### src/wpm_pkg.sv
// shared constants, types and helpers for the wildcard pattern matcher
package wpm_pkg;

  // storage capacities
  localparam int unsigned PATTERN_MAX = 64;
  localparam int unsigned TEXT_MAX    = 256;

  localparam int unsigned PAT_AW  = (PATTERN_MAX > 1) ? $clog2(PATTERN_MAX) : 1;
  localparam int unsigned TEXT_AW = (TEXT_MAX > 1) ? $clog2(TEXT_MAX) : 1;
  localparam int unsigned PLEN_W  = $clog2(PATTERN_MAX + 1);
  localparam int unsigned TLEN_W  = $clog2(TEXT_MAX + 1);

  // command codes
  localparam logic [1:0] CMD_PAT_CHAR  = 2'd0;
  localparam logic [1:0] CMD_TEXT_CHAR = 2'd1;
  localparam logic [1:0] CMD_EVAL      = 2'd2;
  localparam logic [1:0] CMD_CLEAR     = 2'd3;

  // match mode codes
  localparam logic [1:0] MODE_LIKE_CS = 2'd0;
  localparam logic [1:0] MODE_LIKE_CI = 2'd1;
  localparam logic [1:0] MODE_GLOB_CI = 2'd2;

  // wildcard characters
  localparam logic [7:0] CH_PERCENT  = 8'h25;
  localparam logic [7:0] CH_UNDER    = 8'h5F;
  localparam logic [7:0] CH_STAR     = 8'h2A;
  localparam logic [7:0] CH_QUESTION = 8'h3F;

  // controller to datapath commands
  typedef struct packed {
    logic accept;     // input transfer this cycle
    logic step;       // one comparison step on the read data
    logic tail_step;  // skip one trailing any-run wildcard
    logic out_load;   // load the result register
  } dp_cmd_t;

  // datapath to controller status
  typedef struct packed {
    logic ovf;         // pattern or text overflowed
    logic text_empty;  // no text characters in the row
    logic step_fail;   // comparison step found a mismatch with no backtrack point
    logic step_end;    // comparison step consumed the last text character
    logic tail_end;    // pattern pointer reached the pattern length
    logic tail_run;    // pattern character at the pointer is an any-run wildcard
    logic out_free;    // result register can take a new result
  } dp_sts_t;

  // ascii upper case to lower case
  function automatic logic [7:0] fold_case(input logic [7:0] c);
    logic [7:0] r;
    r = c;
    if (c >= 8'h41 && c <= 8'h5A) begin
      r = c + 8'h20;
    end
    return r;
  endfunction

endpackage

### src/wpm_ram.sv
// generic single write port ram with registered read
module wpm_ram #(
  parameter int unsigned WIDTH = 8,
  parameter int unsigned DEPTH = 64
) (
  input  logic                                          clk_i,
  input  logic                                          we_i,
  input  logic [((DEPTH > 1) ? $clog2(DEPTH) : 1)-1:0]  waddr_i,
  input  logic [WIDTH-1:0]                              wdata_i,
  input  logic [((DEPTH > 1) ? $clog2(DEPTH) : 1)-1:0]  raddr_i,
  output logic [WIDTH-1:0]                              rdata_o
);

  logic [WIDTH-1:0] mem_q [DEPTH];
  logic [WIDTH-1:0] rdata_q;

  // write port
  always_ff @(posedge clk_i) begin
    if (we_i) begin
      mem_q[waddr_i] <= wdata_i;
    end
  end

  // registered read port
  always_ff @(posedge clk_i) begin
    rdata_q <= mem_q[raddr_i];
  end

  assign rdata_o = rdata_q;

endmodule

### src/wpm_dp.sv
// datapath: pattern and text stores, match pointers, result register
module wpm_dp (
  input  logic             clk_i,
  input  logic             rst_ni,
  input  wpm_pkg::dp_cmd_t cmd_i,
  input  logic [1:0]       command_i,
  input  logic [7:0]       char_byte_i,
  input  logic             cfg_we_i,
  input  logic [1:0]       cfg_wdata_i,
  input  logic             out_stall_i,
  output wpm_pkg::dp_sts_t sts_o,
  output logic             out_valid_o,
  output logic             matched_o,
  output logic             overflow_o
);
  import wpm_pkg::*;

  logic [1:0]        mode_q;
  logic [PLEN_W-1:0] plen_q;
  logic              povf_q;
  logic [TLEN_W-1:0] tlen_q;
  logic              tovf_q;
  logic [TLEN_W-1:0] ti_q, ti_d, bti_q, bti_d;
  logic [PLEN_W-1:0] pi_q, pi_d, bpi_q, bpi_d;
  logic              have_q, have_d;
  logic              fail_q, fail_d;
  logic              out_valid_q, matched_q, overflow_q;

  logic       pat_we, text_we;
  logic [7:0] pat_rdata, text_rdata;
  logic       glob, fold, same, p_in;
  logic [7:0] any_run, any_one, tc, pc;

  // store write enables
  assign pat_we  = cmd_i.accept && (command_i == CMD_PAT_CHAR) &&
                   (plen_q < PLEN_W'(PATTERN_MAX));
  assign text_we = cmd_i.accept && (command_i == CMD_TEXT_CHAR) &&
                   (tlen_q < TLEN_W'(TEXT_MAX));

  wpm_ram #(.WIDTH(8), .DEPTH(PATTERN_MAX)) u_pat_ram (
    .clk_i   (clk_i),
    .we_i    (pat_we),
    .waddr_i (plen_q[PAT_AW-1:0]),
    .wdata_i (char_byte_i),
    .raddr_i (pi_q[PAT_AW-1:0]),
    .rdata_o (pat_rdata)
  );

  wpm_ram #(.WIDTH(8), .DEPTH(TEXT_MAX)) u_text_ram (
    .clk_i   (clk_i),
    .we_i    (text_we),
    .waddr_i (tlen_q[TEXT_AW-1:0]),
    .wdata_i (char_byte_i),
    .raddr_i (ti_q[TEXT_AW-1:0]),
    .rdata_o (text_rdata)
  );

  // mode decode
  assign glob    = mode_q[1];
  assign fold    = (mode_q != MODE_LIKE_CS);
  assign any_run = glob ? CH_STAR : CH_PERCENT;
  assign any_one = glob ? CH_QUESTION : CH_UNDER;
  assign tc      = text_rdata;
  assign pc      = pat_rdata;
  assign p_in    = (pi_q < plen_q);
  assign same    = fold ? (fold_case(tc) == fold_case(pc)) : (tc == pc);

  // pointer reset on end of row, and pointer update for one comparison step or tail skip
  always_comb begin
    ti_d   = ti_q;
    pi_d   = pi_q;
    bti_d  = bti_q;
    bpi_d  = bpi_q;
    have_d = have_q;
    fail_d = fail_q;
    if (cmd_i.accept && command_i == CMD_EVAL) begin
      ti_d   = '0;
      pi_d   = '0;
      bti_d  = '0;
      bpi_d  = '0;
      have_d = 1'b0;
      fail_d = 1'b0;
    end else if (cmd_i.step) begin
      if (p_in && pc == any_run) begin
        bpi_d  = pi_q;
        bti_d  = ti_q;
        have_d = 1'b1;
        pi_d   = pi_q + 1'b1;
      end else if (p_in && (pc == any_one || same)) begin
        ti_d = ti_q + 1'b1;
        pi_d = pi_q + 1'b1;
      end else if (have_q) begin
        pi_d  = bpi_q + 1'b1;
        bti_d = bti_q + 1'b1;
        ti_d  = bti_q + 1'b1;
      end else begin
        fail_d = 1'b1;
      end
    end else if (cmd_i.tail_step) begin
      if (pc == any_run) begin
        pi_d = pi_q + 1'b1;
      end
    end
  end

  // status to the controller
  assign sts_o.ovf        = povf_q || tovf_q;
  assign sts_o.text_empty = (tlen_q == '0);
  assign sts_o.step_fail  = fail_d;
  assign sts_o.step_end   = (ti_d >= tlen_q);
  assign sts_o.tail_end   = (pi_q >= plen_q);
  assign sts_o.tail_run   = (pc == any_run);
  assign sts_o.out_free   = !out_valid_q || !out_stall_i;

  // control registers
  always_ff @(posedge clk_i or negedge rst_ni) begin
    if (!rst_ni) begin
      mode_q      <= MODE_LIKE_CS;
      plen_q      <= '0;
      povf_q      <= 1'b0;
      tlen_q      <= '0;
      tovf_q      <= 1'b0;
      ti_q        <= '0;
      pi_q        <= '0;
      bti_q       <= '0;
      bpi_q       <= '0;
      have_q      <= 1'b0;
      fail_q      <= 1'b0;
      out_valid_q <= 1'b0;
    end else begin
      if (cfg_we_i) begin
        mode_q <= cfg_wdata_i;
      end
      ti_q   <= ti_d;
      pi_q   <= pi_d;
      bti_q  <= bti_d;
      bpi_q  <= bpi_d;
      have_q <= have_d;
      fail_q <= fail_d;
      // pattern and text loading
      if (cmd_i.accept) begin
        case (command_i)
          CMD_PAT_CHAR: begin
            if (pat_we) plen_q <= plen_q + 1'b1;
            else        povf_q <= 1'b1;
          end
          CMD_TEXT_CHAR: begin
            if (text_we) tlen_q <= tlen_q + 1'b1;
            else         tovf_q <= 1'b1;
          end
          CMD_CLEAR: begin
            plen_q <= '0;
            povf_q <= 1'b0;
          end
          default: ;
        endcase
      end
      // row is finished once its result is loaded
      if (cmd_i.out_load) begin
        tlen_q <= '0;
        tovf_q <= 1'b0;
      end
      // output register
      if (cmd_i.out_load) begin
        out_valid_q <= 1'b1;
      end else if (!out_stall_i) begin
        out_valid_q <= 1'b0;
      end
    end
  end

  // result payload
  always_ff @(posedge clk_i) begin
    if (cmd_i.out_load) begin
      overflow_q <= povf_q || tovf_q;
      matched_q  <= !(povf_q || tovf_q) && !fail_q && (pi_q == plen_q);
    end
  end

  assign out_valid_o = out_valid_q;
  assign matched_o   = matched_q;
  assign overflow_o  = overflow_q;

endmodule

### src/wpm_ctrl.sv
// controller: sequences loading, the match walk and result delivery
module wpm_ctrl (
  input  logic             clk_i,
  input  logic             rst_ni,
  input  logic             in_valid_i,
  input  logic [1:0]       command_i,
  input  wpm_pkg::dp_sts_t sts_i,
  output logic             in_stall_o,
  output logic             idle_o,
  output wpm_pkg::dp_cmd_t cmd_o
);
  import wpm_pkg::*;

  localparam logic [2:0] S_IDLE = 3'd0;
  localparam logic [2:0] S_MRD  = 3'd1;  // read text and pattern at the pointers
  localparam logic [2:0] S_MCMP = 3'd2;  // compare and move the pointers
  localparam logic [2:0] S_TRD  = 3'd3;  // read pattern for trailing wildcards
  localparam logic [2:0] S_TCMP = 3'd4;  // skip one trailing wildcard
  localparam logic [2:0] S_DONE = 3'd5;  // wait for the result register

  logic [2:0] state_q, state_d;
  logic       accept;

  assign accept     = in_valid_i && (state_q == S_IDLE);
  assign in_stall_o = (state_q != S_IDLE);
  assign idle_o     = (state_q == S_IDLE);

  // next state and commands
  always_comb begin
    state_d         = state_q;
    cmd_o           = '0;
    cmd_o.accept    = accept;
    case (state_q)
      S_IDLE: begin
        if (accept && command_i == CMD_EVAL) begin
          if (sts_i.ovf)             state_d = S_DONE;
          else if (sts_i.text_empty) state_d = S_TRD;
          else                       state_d = S_MRD;
        end
      end
      S_MRD: begin
        state_d = S_MCMP;
      end
      S_MCMP: begin
        cmd_o.step = 1'b1;
        if (sts_i.step_fail)     state_d = S_DONE;
        else if (sts_i.step_end) state_d = S_TRD;
        else                     state_d = S_MRD;
      end
      S_TRD: begin
        if (sts_i.tail_end) state_d = S_DONE;
        else                state_d = S_TCMP;
      end
      S_TCMP: begin
        cmd_o.tail_step = 1'b1;
        if (sts_i.tail_run) state_d = S_TRD;
        else                state_d = S_DONE;
      end
      S_DONE: begin
        if (sts_i.out_free) begin
          cmd_o.out_load = 1'b1;
          state_d        = S_IDLE;
        end
      end
      default: begin
        state_d = S_IDLE;
      end
    endcase
  end

  // state register
  always_ff @(posedge clk_i or negedge rst_ni) begin
    if (!rst_ni) begin
      state_q <= S_IDLE;
    end else begin
      state_q <= state_d;
    end
  end

endmodule

### src/wildcard_pattern_matcher_unit.sv
// top level of the wildcard pattern matcher: controller plus datapath
//
//  channel  signals                                   direction
//  input    in_valid_i, in_stall_o, command_i,        in
//           char_byte_i
//  output   out_valid_o, out_stall_i, matched_o,      out
//           overflow_o
//  config   cfg_we_i, cfg_wdata_i (match mode)        in
//
// a character or clear command leaves the block ready and the next transfer can follow at once
// end of row walks the text with comparison steps, then checks the trailing
// pattern characters until the pattern end is reached, then loads the result;
// an overflowed row goes straight to the result; every step waits on the registered
// read of the pattern and text rams, and backtracking repeats steps
// reset is asynchronous active low; no clearing pass, the stores need none
// a waiting result does not block character transfers; a new result waits
// until the output register frees
module wildcard_pattern_matcher_unit (
  input  logic       clk_i,
  input  logic       rst_ni,
  input  logic       in_valid_i,
  output logic       in_stall_o,
  input  logic [1:0] command_i,
  input  logic [7:0] char_byte_i,
  output logic       out_valid_o,
  input  logic       out_stall_i,
  output logic       matched_o,
  output logic       overflow_o,
  input  logic       cfg_we_i,
  input  logic [1:0] cfg_wdata_i
);
  import wpm_pkg::*;

  dp_cmd_t dp_cmd;
  dp_sts_t dp_sts;
  logic    ctrl_idle;

  wpm_ctrl u_ctrl (
    .clk_i      (clk_i),
    .rst_ni     (rst_ni),
    .in_valid_i (in_valid_i),
    .command_i  (command_i),
    .sts_i      (dp_sts),
    .in_stall_o (in_stall_o),
    .idle_o     (ctrl_idle),
    .cmd_o      (dp_cmd)
  );

  wpm_dp u_dp (
    .clk_i       (clk_i),
    .rst_ni      (rst_ni),
    .cmd_i       (dp_cmd),
    .command_i   (command_i),
    .char_byte_i (char_byte_i),
    .cfg_we_i    (cfg_we_i),
    .cfg_wdata_i (cfg_wdata_i),
    .out_stall_i (out_stall_i),
    .sts_o       (dp_sts),
    .out_valid_o (out_valid_o),
    .matched_o   (matched_o),
    .overflow_o  (overflow_o)
  );

  // an overflowed row never reports a match
  assert property (@(posedge clk_i) disable iff (!rst_ni)
    out_valid_o && overflow_o |-> !matched_o)
    else $error("overflowed row reported a match");

  // a character or clear transfer leaves the block ready in the next cycle
  assert property (@(posedge clk_i) disable iff (!rst_ni)
    in_valid_i && !in_stall_o && command_i != CMD_EVAL |=> !in_stall_o)
    else $error("block stalled after a non-evaluating transfer");

  // an end of row transfer starts an evaluation
  assert property (@(posedge clk_i) disable iff (!rst_ni)
    in_valid_i && !in_stall_o && command_i == CMD_EVAL |=> !ctrl_idle)
    else $error("end of row did not start an evaluation");

  // a new result appears only at the end of an evaluation
  assert property (@(posedge clk_i) disable iff (!rst_ni)
    $rose(out_valid_o) |-> ctrl_idle && $past(in_stall_o))
    else $error("result produced outside an evaluation");

endmodule

### config.mk
export PLATFORM = sky130hd
export DESIGN_NAME = wildcard_pattern_matcher_unit
export DESIGN_NICKNAME = d
export VERILOG_FILES = /design/src/wpm_pkg.sv /design/src/wpm_ram.sv /design/src/wpm_dp.sv /design/src/wpm_ctrl.sv /design/src/wildcard_pattern_matcher_unit.sv
export SDC_FILE = /design/constraint.sdc
export NUM_CORES = 2
export LEC_CHECK = 0
export BUFFER_PORTS_ARGS = -buffer_cell sky130_fd_sc_hd__buf_4
export CAP_MARGIN = 20
export CORE_ASPECT_RATIO = 0.9
export CORE_MARGIN = 8
export CORE_UTILIZATION = 40
export CTS_CLUSTER_DIAMETER = 30
export DETAILED_ROUTE_END_ITERATION = 7
export GPL_TIMING_DRIVEN = 0
export PLACE_DENSITY = 0.63
export SLEW_MARGIN = 10
export SYNTH_ARGS = -nofsm -noshare
export SYNTH_HDL_FRONTEND = slang
export SYNTH_SLANG_ARGS = --single-unit
### constraint.sdc
create_clock -name clk_i -period 11.68 [get_ports clk_i]
set_input_delay 1.168 -clock clk_i [delete_from_list [all_inputs] [get_ports clk_i]]
set_output_delay 1.168 -clock clk_i [all_outputs]
set_load 0.01 [all_outputs]
Word-level counts from Yosys, hierarchy flattened --
Memory sizes are Yosys's and may differ from the RTL's. A register that Yosys moved wholly into a read port is not among the register bits. Index checks and enable logic that the tools add are counted.
Word-level totals: register bits after elaboration 60, bits in writable memories 2560, bits of input ports 17, memories 2
Memories:
- u_dp.u_text_ram.mem_q | depth 256, width 8, rd ports 1, clocked after memory_dff 1, wr ports 1, line wpm_ram.sv:14 | logic [WIDTH-1:0] mem_q [DEPTH];
- u_dp.u_pat_ram.mem_q | depth 64, width 8, rd ports 1, clocked after memory_dff 1, wr ports 1, line wpm_ram.sv:14
Operators by class: add/sub/neg operators 8, $lt $le $gt $ge 9, eq/ne operators 21, multiplexer cells 64, reduce and logical (&&, ||, !) cells 41
Operators with widths (count):
- $mux 9 | 14
- $mux 7 | 12
- $eq 8x8->1 | 4
- $add 9x1->9 const B | 3
- $mux 1 | 25
- $add 7x1->7 const B | 3
- $pmux 3 s6 | 1
- $reduce_and 3->1 | 6
- $add 8x6->8 const B | 2
- $ge 8x7->1 const B | 2
- $le 8x7->1 const B | 2
- $mux 8 | 2
- $mux 3 | 5
- $pmux 7 s2 | 1
- $reduce_bool 2->1 | 7
- $logic_and 1x1->1 | 12
- $reduce_bool 3->1 | 4
- $ge 9x9->1 | 1
- $logic_not 9->1 | 1
- $lt 9x9->1 const B | 1
- $eq 7x7->1 | 1
- $ge 7x7->1 | 1
- $lt 7x7->1 | 1
- $lt 7x7->1 const B | 1
- 17 further kinds | 31

Longest topological paths before layout --
word-level depth 15, mapped depth 25

By module --
Synthesis repeated with hierarchy kept, for this count alone.
Second synthesis, totals: cells, all modules 5169, area total of the unflattened synthesis 104088.6 um2
By module, submodules not included:
- wpm_ram (u_dp.u_text_ram) | times used 1, cells an instance 3733, area each 79556.3 um2, sequential area each 61659.1 um2
- wpm_ram (u_dp.u_pat_ram) | times used 1, cells an instance 940, area each 20166.8 um2, sequential area each 15534.9 um2
- wpm_dp | times used 1, cells an instance 466, area each 4098.9 um2, sequential area each 1436.4 um2
- wpm_ctrl | times used 1, cells an instance 30, area each 266.5 um2, sequential area each 75.1 um2

Worst setup path before layout --
No wires, ideal clock.
path kind reg2reg, start point reg u_dp.pi_q[0], end point reg u_ctrl.state_q[1], setup time 135 ps, data arrival time 4315 ps, path slack 7231 ps, cell stages (with the launch flop) 26, path buffers 5, clock period less this slack 4449 ps, cell sequence dfrtp_1 -> clkbuf_1 -> clkbuf_1 -> clkbuf_1 -> inv_1 -> ha_1 -> nor2b_1 -> o21ai_0 -> a21oi_1 -> nor2_1 -> nand2b_1 -> clkbuf_1 -> or2_4 -> buf_6 -> a21oi_1 -> a211o_1 -> ha_1 -> nand2b_1 -> a21oi_1 -> nor2b_1 -> o21ai_0 -> a21oi_1 -> nor3_1 -> o21bai_1 -> a21oi_1 -> o32ai_1
On the way: cells in the longest elaborated chain, start to end 10, elaborated cells between the ends (all ways) 15, classes of those cells order compare (2); mux (11); reduce/logical (2)
Ends and longest elaborated chain:
- start: declaration | line wpm_dp.sv:24 | logic [PLEN_W-1:0] pi_q, pi_d, bpi_q, bpi_d;
- start signal: assignment | line wpm_dp.sv:135 | pi_q <= pi_d;
- $lt 7x7->1 (*) | line wpm_dp.sv:65 | assign p_in = (pi_q < plen_q);
- $logic_and 1x1->1 | line wpm_dp.sv:89 | end else if (p_in && (pc == any_one || same)) begin
- $mux 9 | line wpm_dp.sv:89
- $mux 9 | line wpm_dp.sv:84 | if (p_in && pc == any_run) begin
- $mux 9 | line wpm_dp.sv:83 | end else if (cmd_i.step) begin
- $mux 9 | line wpm_dp.sv:76 | if (cmd_i.accept && command_i == CMD_EVAL) begin
- $ge 9x9->1 | line wpm_dp.sv:110 | assign sts_o.step_end = (ti_d >= tlen_q);
- $mux 2 | line wpm_ctrl.sv:47 | else if (sts_i.step_end) state_d = S_TRD;
- $mux 3 (*) | line wpm_ctrl.sv:46 | if (sts_i.step_fail) state_d = S_DONE;
- $pmux 3 s6 (*) | line wpm_ctrl.sv:33 | case (state_q)
- end signal: assignment | line wpm_ctrl.sv:76 | state_q <= state_d;
- end: declaration | line wpm_ctrl.sv:21 | logic [2:0] state_q, state_d;
Mark *: on every way between the ends. The rest lies on a longest branch, timed or not. A chain may end at the register's enable or synchronous reset.

Worst setup path in the final report --
start point reg u_dp.pi_q[0], end point reg u_ctrl.state_q[1]
On the way: cells in the longest elaborated chain, start to end 10, elaborated cells between the ends (all ways) 15, classes of those cells order compare (2); mux (11); reduce/logical (2)
Ends and longest elaborated chain:
- $lt 7x7->1 (*) | line wpm_dp.sv:65
- $logic_and 1x1->1 | line wpm_dp.sv:89
- $mux 9 | line wpm_dp.sv:89
- $mux 9 (*) | line wpm_dp.sv:84
- $mux 9 (*) | line wpm_dp.sv:83
- $mux 9 (*) | line wpm_dp.sv:76
- named net u_dp.ti_d[1] | line wpm_dp.sv:23 | logic [TLEN_W-1:0] ti_q, ti_d, bti_q, bti_d;
- $ge 9x9->1 (*) | line wpm_dp.sv:110
- $mux 2 (*) | line wpm_ctrl.sv:47
- $mux 3 (*) | line wpm_ctrl.sv:46
- $pmux 3 s6 (*) | line wpm_ctrl.sv:33
The timed path passes the listed nets; every way through them passes the cells marked *.

==> parameters.txt <==
Parameter                              Value

Status
  Status ... finished, final reports clean

Power and ir drop
  Total internal power ... 21.7 mW
  Switching Fraction ... 31.4%
  Sequential fraction of design power ... 33.6%
  Clock network fraction of design power ... 41.1%
  Pleak ... 38.6 nW
  Part of the power in combinational logic ... 25.3%
  Total power per unit cell area ... 254 nW/µm²
  Sw Pwr ... 9.92 mW
  Peak supply drop ... 0.217 mV

Die
  Die height ... 499 µm
  Width of the chip ... 553 µm
  Standard cell core area ... 258000 µm²
  Top-level I/O count ... 21
  Overall die area ... 276000 µm²
  Effective utilization at floorplan ... 40.2%
  Row Count ... 177

Route
  Mean routed wirelength per cell ... 31.0 µm
  DRC ... 0
  First-pass iteration count of the detailed router ... 6
  Vias per cell ... 5.92
  Starting DRT DRC Count ... 7756
  Vias ... 56.9k
  Antenna viol nets, final ... 0
  Final routed wirelength across all metal layers ... 298 mm

Clocking
  CTS clock-pin slew for the worst setup and hold paths ... 50 ps
  Clk_lat worst skew ... 930 ps
  Post-CTS setup-driven buffer insertion count ... 0
  Maximum level of the CTS H-tree ... 5
  CTS tree ... done
  Hold buffer count at cts ... 0
  Clk Tree Root Cell ... sky130_fd_sc_hd__clkbuf_16
  # resized after CTS ... 0
  Bufs on Longest Clock Path ... 4
  Number of CTS-inserted buffers ... 439
  Clock net sink count ... 2636

Final layout
  Area taken by multi-input logic gates ... 23700 µm²
  Area of all sequential standard cells ... 78700 µm²
  Utilization after layout ... 48.2%
  Syn-to-layout area delta ... 19.8%
  Final net count ... 5858
  Cell area after layout ... 124000 µm²
  Count of fill cells added during filler insertion ... 20.9k
  Fraction of layout instances using a drive strength above 1 ... 23.0%

Logic synthesis
  Cell area after technology mapping ... 104000 µm²
  Number of flip-flops and latches in the synthesized netlist ... 2636
  Post-Syn Nets ... 5352
  Number of library cell types mapped by synthesis ... 69
  Cell with the most instances after synthesis ... sky130_fd_sc_hd__edfxtp_1
  Average footprint of a synthesized cell ... 19.6 µm²
  Dominant register cell in the synthesized netlist ... sky130_fd_sc_hd__edfxtp_1
  Cell accounting for the most synthesized area ... sky130_fd_sc_hd__edfxtp_1
  Async set-or-reset flop fraction in the synthesized netlist ... 2.20%
  Leading post-synthesis cells by cell area ... sky130_fd_sc_hd__edfxtp_1 (74%), sky130_fd_sc_hd__mux4_2 (11%), sky130_fd_sc_hd__mux2i_1 (4.5%)
  Yosys warning total ... 0
  Area share of the largest cell type after synthesis ... 74.1%
  Post-synthesis cell count ... 5308
  Fraction of the yosys area taken by sequential cells ... 75.8%
  Synth cell count leaders ... sky130_fd_sc_hd__edfxtp_1 (2562), sky130_fd_sc_hd__mux4_2 (501), sky130_fd_sc_hd__mux2i_1 (466)
  Number of enable flip-flop cells after synthesis ... 2562

Setup path
  Startpoint kind of the worst setup timing path ... register
  Critical Path, Cell by Cell ... clkbuf_1 -> clkbuf_1 -> clkbuf_1 -> inv_1 -> ha_1 -> nor2b_1 -> o21ai_0 -> a21oi_1 -> nor3_1 -> nor2_1 -> clkbuf_1 -> a21oi_1 -> a211oi_1 -> ha_1 -> a21oi_1 -> nor2b_1 -> o21ai_0 -> a21oi_1 -> nor3_1 -> o21bai_1 -> a21oi_1 -> o32ai_1
  Slowest library cell on the worst path ... sky130_fd_sc_hd__clkbuf_1
  Req. time, crit path ... 12430 ps
  Most frequent cell on the critical path ... sky130_fd_sc_hd__a21oi_1
  Kind of cell adding the most delay to the critical path ... buffers and inverters
  Worst-path maximum fanout ... 10
  Number of buffer and inverter stages on the critical path ... 5
  Critical path endpoint category ... register
  Critical setup path kind ... register to register
  R2R cell count ... 22
  Slack of the worst reg-to-reg path ... 5240 ps
  Critical R2R Capture ... u_ctrl.state_q[1]$_DFFE_PN0P_
  Reg-to-reg startpoint ... u_dp.pi_q[0]$_DFFE_PN0P_
  Largest stage delay, worst path ... 910 ps
  Signal arrival time at the worst endpoint ... 7190 ps

Placement
  Count of port buffers added during placement ... 20
  RePlAce Congestion ... 0.901
  HPWL after detailed placement ... 198 mm
  Setup Slack @ Placement ... 5290 ps
  Post-placement cell area ... 109000 µm²

Global routing
  Global-route congestion overflow total ... 0
  Pin count of the biggest net entering global routing ... 133
  Overall track demand over capacity in global routing ... 20.9%
  Global-route wire length before repair ... 417 mm
  Number of antenna violations at the first check in global routing ... 32
  Via count of the first global-routing pass ... 55.6k

Timing
  Fin crit share ... 55.1%
  Clock skew ... 59.8 ps
  Max Transition Viols Final ... 0
  Hold violation count in the final report ... 0
  Min Tclk post-route ... 6440 ps
  Number of endpoints failing setup at the final stage ... 0
  Transition time at the pin with the least slew margin ... 1260 ps
  Maximum clock frequency ... 0.155 GHz
  RSZ-0062 raised after global routing ... false
  Setup slack of the critical path after layout ... 5240 ps
  Final-layout setup total negative slack ... 0 ps
  Rel. slew slack ... 16.3%

Job
  # Max-Cap Violations ... 0

Hold path
  Min-Delay Path Class ... input pin to async pin
[worst max path at each step]
stage,from,to,depth (start not counted)
floorplan,u_dp.pi_q[0]$_DFFE_PN0P_,u_ctrl.state_q[1]$_DFFE_PN0P_,25
finish,u_dp.pi_q[0]$_DFFE_PN0P_,u_ctrl.state_q[1]$_DFFE_PN0P_,22
detailed placement,u_dp.pi_q[0]$_DFFE_PN0P_,u_ctrl.state_q[1]$_DFFE_PN0P_,22
global route,u_dp.pi_q[0]$_DFFE_PN0P_,u_ctrl.state_q[1]$_DFFE_PN0P_,22
global placement,u_dp.pi_q[0]$_DFFE_PN0P_,u_ctrl.state_q[1]$_DFFE_PN0P_,22
CTS,u_dp.pi_q[0]$_DFFE_PN0P_,u_ctrl.state_q[1]$_DFFE_PN0P_,22
[metal layers]
metal	GRT usage, %	up-vias	wire length (µm)
met2	31.5	3328	133000
li1	-	23200	-
met5	0	-	100
met4	8.70	12	13200
met3	5.86	645	33100
met1	28.7	29700	118000
[cells in the final DEF, fill, tap and decap left out, types with 63 or more instances in the layout]
master,n
sky130_fd_sc_hd__edfxtp_1,2562
sky130_fd_sc_hd__mux4_2,501
sky130_fd_sc_hd__mux2i_1,466
sky130_fd_sc_hd__clkbuf_16,444
sky130_fd_sc_hd__nor2_1,380
sky130_fd_sc_hd__o221ai_1,230
sky130_fd_sc_hd__clkbuf_1,198
sky130_fd_sc_hd__nand2_1,194
sky130_fd_sc_hd__a21oi_1,144
sky130_fd_sc_hd__o22ai_1,124
sky130_fd_sc_hd__clkinv_2,70
sky130_fd_sc_hd__buf_1,63
[state kept, by name, indices dropped and copies added (netlist names)]
| register | flops |
|---|---|
| u_ctrl.state_q | 3 |
| u_dp.bpi_q | 7 |
| u_dp.bti_q | 9 |
| u_dp.fail_q | 1 |
| u_dp.have_q | 1 |
| u_dp.matched_o | 1 |
| u_dp.mode_q | 2 |
| u_dp.out_valid_o | 1 |
| u_dp.overflow_o | 1 |
| u_dp.pi_q | 7 |
| u_dp.plen_q | 7 |
| u_dp.povf_q | 1 |
| u_dp.ti_q | 9 |
| u_dp.tlen_q | 9 |
| u_dp.tovf_q | 1 |
| u_dp.u_pat_ram.mem_q | 512 |
| u_dp.u_pat_ram.rdata_o | 8 |
| u_dp.u_text_ram.mem_q | 2048 |
| u_dp.u_text_ram.rdata_o | 8 |
[kinds of logic (layout without fill, tap and decap cells)]
family / after synthesis / in the layout / synth area share, %
AND/OR/NAND/NOR: 694 / 694 / 2.77
buffers and inverters: 350 / 1231 / 1.37
XOR/XNOR: 31 / 31 / 0.269
multiplexers: 970 / 970 / 15.4
other: 0 / 15 / 0
AO/OA/AOI/OAI: 600 / 600 / 4.10
adder cells (fa/ha/maj): 27 / 27 / 0.325
flip-flops: 2636 / 2636 / 75.8
[power by group through the flow]
stage,Sequential [mW],Combinational [mW],Clock (mW)
floorplan,10.8,4.44,0
detailed placement,10.8,7.80,0
finish,10.6,7.99,13.0
global placement,10.8,7.66,0
CTS,10.6,7.83,13.1
global route,10.6,8.19,13.5
[cell type report]
| type | instances | share of cell area (%) |
|---|---|---|
| multi-input cells | 2322 | 19.1 |
| clock inverters | 333 | 3.03 |
| flip-flops and latches | 2636 | 63.2 |
| diodes | 15 | 0.0302 |
| well taps | 3401 | 3.42 |
| plain buffers | 320 | 1.08 |
| inverters | 30 | 0.0905 |
| repair buffers | 65 | 0.962 |
| clock buffers | 483 | 9.07 |
[stage by stage]
step,total power [mW],std cells,hold slack [ps]
3_3_place_gp,18.5,8729,491
2_1_floorplan,15.2,5308,463
3_5_place_dp,18.6,8771,490
6_report,31.6,9605,360
5_1_grt,32.3,9591,400
4_1_cts,31.5,9587,334
Note: power is estimated with default switching activity, not from simulation.
